**src/hdl/meg_pkg.sv**
```systemverilog
// Shared constants, types and helper functions for the multipoint envelope generator.
package meg_pkg;

  // Table size and phase format.
  localparam int MAX_POINTS      = 64;
  localparam int PHASE_FRAC_BITS = 24;

  // Field widths.
  localparam int LVL_W  = 24;
  localparam int INC_W  = 25;
  localparam int STR_W  = 24;
  localparam int CNT_W  = 7;
  localparam int SEG_W  = 6;
  localparam int WORD_W = LVL_W + INC_W;

  // RAM address width and the wider width used for point numbers that may
  // point one beyond the table.
  localparam int RA_W = (MAX_POINTS > 1) ? $clog2(MAX_POINTS) : 1;
  localparam int XA_W = (RA_W + 1 > CNT_W) ? RA_W + 1 : CNT_W;

  // Largest usable point count.
  localparam int CNT_LIM = (MAX_POINTS < 64) ? MAX_POINTS : 64;

  // Conversion from Q0.24 increments to the phase format.
  localparam int PH_SHL = (PHASE_FRAC_BITS >= 24) ? PHASE_FRAC_BITS - 24 : 0;
  localparam int PH_SHR = (PHASE_FRAC_BITS < 24) ? 24 - PHASE_FRAC_BITS : 0;

  // Phase sum width covers the largest scaled release step plus the phase.
  localparam int RP_W  = INC_W + STR_W;
  localparam int SUM_W = RP_W - 16 + PH_SHL + 1;
  localparam logic [SUM_W-1:0] PH_ONE = SUM_W'(1) << PHASE_FRAC_BITS;

  // Interpolation product: signed difference times unsigned phase.
  localparam int DIFF_W = LVL_W + 1;
  localparam int MUL_W  = DIFF_W + PHASE_FRAC_BITS + 1;
  localparam int QM_W   = MUL_W - PHASE_FRAC_BITS;

  localparam logic [INC_W-1:0] INC_ONE = INC_W'(1) << 24;

  // Item kinds.
  typedef enum logic [1:0] {
    KIND_TICK    = 2'd0,
    KIND_RELEASE = 2'd1,
    KIND_LOAD    = 2'd2,
    KIND_START   = 2'd3
  } kind_t;

  // Configuration register indexes.
  typedef enum logic [1:0] {
    REG_POINT_COUNT    = 2'd0,
    REG_SUSTAIN_POINT  = 2'd1,
    REG_FORCED_RELEASE = 2'd2,
    REG_STRETCH        = 2'd3
  } reg_idx_t;

  // Refresh sequencer states.
  typedef enum logic [3:0] {
    SEQ_RUN = 4'b0001,
    SEQ_PT  = 4'b0010,
    SEQ_FIX = 4'b0100,
    SEQ_TGT = 4'b1000
  } seq_t;

  typedef struct packed {
    logic [CNT_W-1:0] point_count;
    logic [SEG_W-1:0] sustain_point;
    logic             forced_release;
    logic [STR_W-1:0] stretch;
  } cfg_t;

  // A point load travelling from the input side into the table.
  typedef struct packed {
    logic              en;
    logic [SEG_W-1:0]  idx;
    logic [WORD_W-1:0] word;
  } load_t;

  // Table values the step logic needs for the current item.
  typedef struct packed {
    logic signed [LVL_W-1:0] l_cur;
    logic signed [LVL_W-1:0] l_prv;
    logic signed [LVL_W-1:0] l_fin;
    logic signed [LVL_W-1:0] l_sus;
    logic signed [LVL_W-1:0] l_tgt;
    logic [INC_W-1:0]        i_tgt;
    logic [INC_W-1:0]        act;
  } view_t;

  typedef struct packed {
    logic signed [LVL_W-1:0] level;
    logic                    done;
    logic [SEG_W-1:0]        segment;
  } result_t;

  // Point count clamped to the usable range.
  function automatic logic [CNT_W-1:0] eff_count(input logic [CNT_W-1:0] pc);
    logic [CNT_W-1:0] c;
    c = pc;
    if (c == '0) begin
      c = CNT_W'(1);
    end
    if (c > CNT_W'(CNT_LIM)) begin
      c = CNT_W'(CNT_LIM);
    end
    return c;
  endfunction

  function automatic logic in_table(input logic [XA_W-1:0] addr);
    return addr < XA_W'(MAX_POINTS);
  endfunction

  // Level of a table word; entries beyond the table read as zero.
  function automatic logic signed [LVL_W-1:0] word_level(input logic [WORD_W-1:0] w,
                                                         input logic [XA_W-1:0]   addr);
    return in_table(addr) ? w[WORD_W-1:INC_W] : '0;
  endfunction

  // Increment of a table word; point zero always reads as one whole step.
  function automatic logic [INC_W-1:0] word_inc(input logic [WORD_W-1:0] w,
                                                input logic [XA_W-1:0]   addr);
    logic [INC_W-1:0] r;
    if (addr == '0) begin
      r = INC_ONE;
    end else if (in_table(addr)) begin
      r = w[INC_W-1:0];
    end else begin
      r = '0;
    end
    return r;
  endfunction

endpackage

```
**src/hdl/meg_outbuf.sv**
```systemverilog
// Result register with one skid stage on the output channel.
module meg_outbuf
  import meg_pkg::*;
(
  input  logic    clk,
  input  logic    rst,
  input  logic    push,
  input  result_t res,
  input  logic    result_stall,
  output logic    result_valid,
  output result_t result,
  output logic    skid_valid
);

  result_t skid;
  logic    take;

  assign take = result_valid && !result_stall;

  // Occupancy of the two stages.
  always_ff @(posedge clk) begin
    if (rst) begin
      result_valid <= 1'b0;
      skid_valid   <= 1'b0;
    end else if (skid_valid) begin
      if (take) begin
        skid_valid <= 1'b0;
      end
    end else if (push) begin
      if (result_valid && !take) begin
        skid_valid <= 1'b1;
      end else begin
        result_valid <= 1'b1;
      end
    end else if (take) begin
      result_valid <= 1'b0;
    end
  end

  // Payload moves.
  always_ff @(posedge clk) begin
    if (skid_valid) begin
      if (take) begin
        result <= skid;
      end
    end else if (push) begin
      if (result_valid && !take) begin
        skid <= res;
      end else begin
        result <= res;
      end
    end
  end

  // No word arrives while the skid stage is occupied.
  a_no_overrun: assert property (@(posedge clk) disable iff (rst)
    push |-> !skid_valid)
    else $error("result pushed into a full buffer");

  // The skid stage only fills behind a waiting result.
  a_skid_order: assert property (@(posedge clk) disable iff (rst)
    skid_valid |-> result_valid)
    else $error("skid stage holds a word ahead of the output");

endmodule

```
**config.mk**
```make
export PLATFORM = sky130hd
export DESIGN_NAME = meg_outbuf
export DESIGN_NICKNAME = d
export VERILOG_FILES = /design/src/hdl/meg_pkg.sv /design/src/hdl/meg_outbuf.sv
export SDC_FILE = /design/constraint.sdc
export NUM_CORES = 1
export LEC_CHECK = 0
export BUFFER_PORTS_ARGS = -buffer_cell sky130_fd_sc_hd__buf_2
export CORE_MARGIN = 3
export CORE_UTILIZATION = 29
export CTS_CLUSTER_SIZE = 25
export DETAILED_ROUTE_END_ITERATION = 8
export MAX_ROUTING_LAYER = met4
export PLACE_DENSITY_LB_ADDON = 0.12
export SLEW_MARGIN = 25
export SYNTH_ARGS = -nofsm -noshare
export SYNTH_HDL_FRONTEND = slang
export SYNTH_SLANG_ARGS = --single-unit
```
**constraint.sdc**
```tcl
create_clock -name clk -period 5.7 [get_ports clk]
set_input_delay 0.855 -clock clk [delete_from_list [all_inputs] [get_ports clk]]
set_output_delay 0.855 -clock clk [all_outputs]
set_load 0.01 [all_outputs]
```
* Yosys cells after proc, flatten, opt, wreduce, memory -nomap -nowiden
Index checks and enable logic that the tools add are counted.
Word-level totals: flip-flop bits (word level) 64, output and inout bits 33, logic and storage cells 32
Cells by class: reductions and logical operators 9, bitwise logic cells 1, equality and inequality tests 3, mux-type cells 11
Operators with widths (count):
- $mux W31 | 4
- $reduce_and A3 Y1 | 3
- $mux W1 | 7
- $ne A2 B2 Y1 const B | 2
- $reduce_bool A2 Y1 | 2
- $logic_and A1 B1 Y1 | 2
- $logic_not A1 Y1 | 2
- $ne A2 B1 Y1 const B | 1
- $not A1 Y1 | 1

* Depth between registers and ports, before layout
word-level depth 7, mapped depth 4, depth with buffers taken out 2

* Worst setup path before layout
Ideal clock, no wire load.
path type input to register, start in result_stall, end reg result[0] (netlist name), enable pin, stages 2, buffers on the path 0, data arrival time 2.461 ns, data required time 5.272 ns, slack 2.811 ns, library setup time 0.428 ns, cell sequence nand2_1 -> a21boi_1
Between the ends: cells in the longest elaborated chain, start to end 6, elaborated cells between the ends (all ways) 7
Ends and longest elaborated chain:
- start: declaration | RTL line meg_outbuf.sv:9 | input logic result_stall,
- $logic_not A1 Y1 (*) | RTL line meg_outbuf.sv:18 | assign take = result_valid && !result_stall;
- $logic_and A1 B1 Y1 (*) | RTL line meg_outbuf.sv:18
- $logic_not A1 Y1 | RTL line meg_outbuf.sv:47 | if (result_valid && !take) begin
- $logic_and A1 B1 Y1 | RTL line meg_outbuf.sv:47
- $ne A2 B2 Y1 (no source line)
- $reduce_and A3 Y1 (no source line) (*)
- end signal: assignment | RTL line meg_outbuf.sv:44 | result <= skid;
- end signal: assignment | RTL line meg_outbuf.sv:50 | result <= res;
- end: declaration | RTL line meg_outbuf.sv:11 | output result_t result,
Mark *: on every way between the ends. The rest lies on a longest branch, timed or not. A chain may end at the register's enable or synchronous reset.

* Worst setup path after layout
start reg skid_valid, end out skid_valid
RTL lines:
- start: declaration | RTL line meg_outbuf.sv:12 | output logic skid_valid
- start signal: assignment | RTL line meg_outbuf.sv:24 | skid_valid <= 1'b0;
- start signal: assignment | RTL line meg_outbuf.sv:27 | skid_valid <= 1'b0;
- start signal: assignment | RTL line meg_outbuf.sv:31 | skid_valid <= 1'b1;
No word-level cell between the ends.

==> flow_summary.json <==
{
  "outcome": "complete, no violations",
  "synth_simple_gate_area_frac": 0.0116,
  "worstMarginPinSlew_ns": 0.932,
  "synthAdderAreaFrac": 0,
  "p_leak_nw": 1.21,
  "port_buffers": 67,
  "worst-endpoint-required_ns": 4.85,
  "route.detailed.drc": 0,
  "nets": 219,
  "syn_area_per_cell_um2": 22.7,
  "slowest_delay_ns": 0.75,
  "slew_viol_final": 0,
  "synth_compound_area_frac": 0.00910,
  "postCtsSetupBuffers": 0,
  "ys_ff_latch": 64,
  "core_um2": 8260,
  "wirelength_mm": 4.19,
  "cp_num_buf_inv": 1,
  "rsz0062_at_grt": "false",
  "setup_viol": 0,
  "tritoncts": "built",
  "die_width_um": 98.4,
  "antenna_cells": 0,
  "layout-drive-gt1-share": 0.598,
  "finalHoldViolCount": 0,
  "synth_seq_area_share": 0.768,
  "min_path_type": "register to register",
  "grt-ovfl-total": 0,
  "cts_resized": 0,
  "worstHoldStart": "skid[18]$_DFFE_PP_",
  "path_cells": "buf_2",
  "clk_path_buf_depth": 2,
  "clock_latency_ns": 0.32,
  "crit_path_start_kind": "register",
  "synth_xor_area_frac": 0,
  "drv_cap": 0,
  "worst_ir_drop_vdd_uv": 125,
  "crit_fanout": 36,
  "muxShareOfSynthArea": 0.182,
  "grt_pass1_vias": 1294,
  "critical_path.endpoint_type": "output pin",
  "grt_max_degree": 37,
  "pin_count": 68,
  "cts_made_buffers": 9,
  "die_h_um": 98.4,
  "post-route-period-util": 0.381,
  "fin_tns_setup_ns": 0,
  "cts_sinks": 64,
  "cts_max_level": 3,
  "synth_cells": 109,
  "wl_per_cell_um": 14.3,
  "cts_root_buffer": "clkbuf_8",
  "yosysWarnings": 0,
  "r2r_start": "skid_valid$_SDFF_PP0_",
  "synth_top_family_by_area": "multiplexers",
  "gp_congestion": 0.701,
  "worstPathArrival_ns": 1.32,
  "fin_skew_ns": 0.00413,
  "hold-worst-slack_ns": 0.549,
  "fmax_mhz": 460,
  "hpwlAfterDp_mm": 2.74,
  "fp.dieArea_um2": 9680,
  "crit_start": "skid_valid$_SDFF_PP0_",
  "antenna_found_initial": 0,
  "grt_pass1_wl_mm": 6.62,
  "via_count": 1216,
  "area_growth_pct": 26.2,
  "ctsHoldBuffers": 0,
  "drt-initial-drc-count": 61,
  "firstDrtPassIters": 3,
  "critPathKind": "register to output pin",
  "synth_area_um2": 2470,
  "reg2reg_slack_ns": 3.70,
  "crit_slowest_cell": "dfxtp_4",
  "clk_pin_slew_ns": 0.07,
  "power.density_nw_per_um2": 338,
  "start_util": 0.300,
  "synthesis.nets": 144,
  "cp_top_family": "flip-flops",
  "antenna_left": 0,
  "min_period_ns": 2.17,
  "std_cell_rows": 33,
  "slew_headroom": 0.377,
  "synth_cell_type_count": 14,
  "viasPerCell": 4.14,
  "grt.total_usage": 0.0936
}
[worst paths after layout]
kind / endpoint / depth (start not counted)
hold reg to reg: result[18]$_DFFE_PP_ / 1
setup reg to reg: skid[4]$_DFFE_PP_ / 2
setup / recovery: skid_valid / 1
hold / removal: result[18]$_DFFE_PP_ / 1
[through the flow]
| stage | setup WS [ns] | std cells | power (W) | utilization | instance area [um^2] |
|---|---|---|---|---|---|
| floorplan | 2.81 | 109 | 0.000623 | - | 2470 |
| global placement | 3.15 | 277 | 0.000659 | 0.350 | 2890 |
| detailed placement | 3.09 | 277 | 0.000661 | 0.350 | 2890 |
| CTS | 3.08 | 293 | 0.00107 | 0.375 | 3090 |
| global route | 3.44 | 294 | 0.00110 | 0.378 | 3120 |
| finish | 3.53 | 294 | 0.00106 | 0.378 | 3120 |
[final cells by class]
cell class,instances,area (um^2)
clock buffer,11,131
clock inverter,5,71.3
fill,803,5130
multi-input combinational,41,520
sequential,64,1910
tap,105,131
timing repair buffer,68,363
[layout by cell type (no fill, tap or decap), drive strengths merged]
cell    instances
dfxtp           2
clkbuf         11
mux2           31
nand2           2
nor2b           1
nor2            1
nor3            1
nand2b          1
edfxtp         62
bufinv          2
a21oi           2
o21ai           1
buf            68
a21boi          1
clkinv          3
[worst register-to-register path: stages (launching register included)]
cell and delay, ns:
dfxtp_4 0.53, nand2b_1 0.33, nor2_4 0.75
[synth_stat cells]
cell      instances  area (um^2)
a21boi_1          1         7.51
nor3_1            1         5.00
o21ai_0           1         5.00
mux2_2            4         45.0
a21oi_1           2         10.0
nor2b_1           1         6.26
dfxtp_1           2         40.0
edfxtp_1         62         1860
mux2_4           27          405
buf_12            3         60.1
nand2b_1          1         6.26
nor2_1            1         3.75
buf_6             1         11.3
nand2_1           2         7.51
[where the power goes]
part,switching [W],total [W],internal [W]
sequential,0.0000132,0.000560,0.000547
combinational,0.0000405,0.0000908,0.0000504
clock,0.000163,0.000405,0.000242
total,0.000216,0.00106,0.000840
[per-layer routing]
metal,vias up,part of all wire,GRT usage
li1,578,-,-
met1,583,0.44,0.113
met2,45,0.46,0.134
met3,10,0.077,0.0357
met4,0,0.023,0.0536
met5,-,0,-
[registers in the layout (all words and copies together) (netlist names)]
name          cells
result           31
skid             31
result_valid      1
skid_valid        1
[logic make-up after synthesis]
| family | count (synthesis) |
|---|---|
| AOI/OAI and AO/OA | 4 |
| buffers and inverters | 4 |
| and+or+nand+nor | 6 |
| muxes | 31 |
| DFF | 64 |
(Power assumes the default switching activity.)
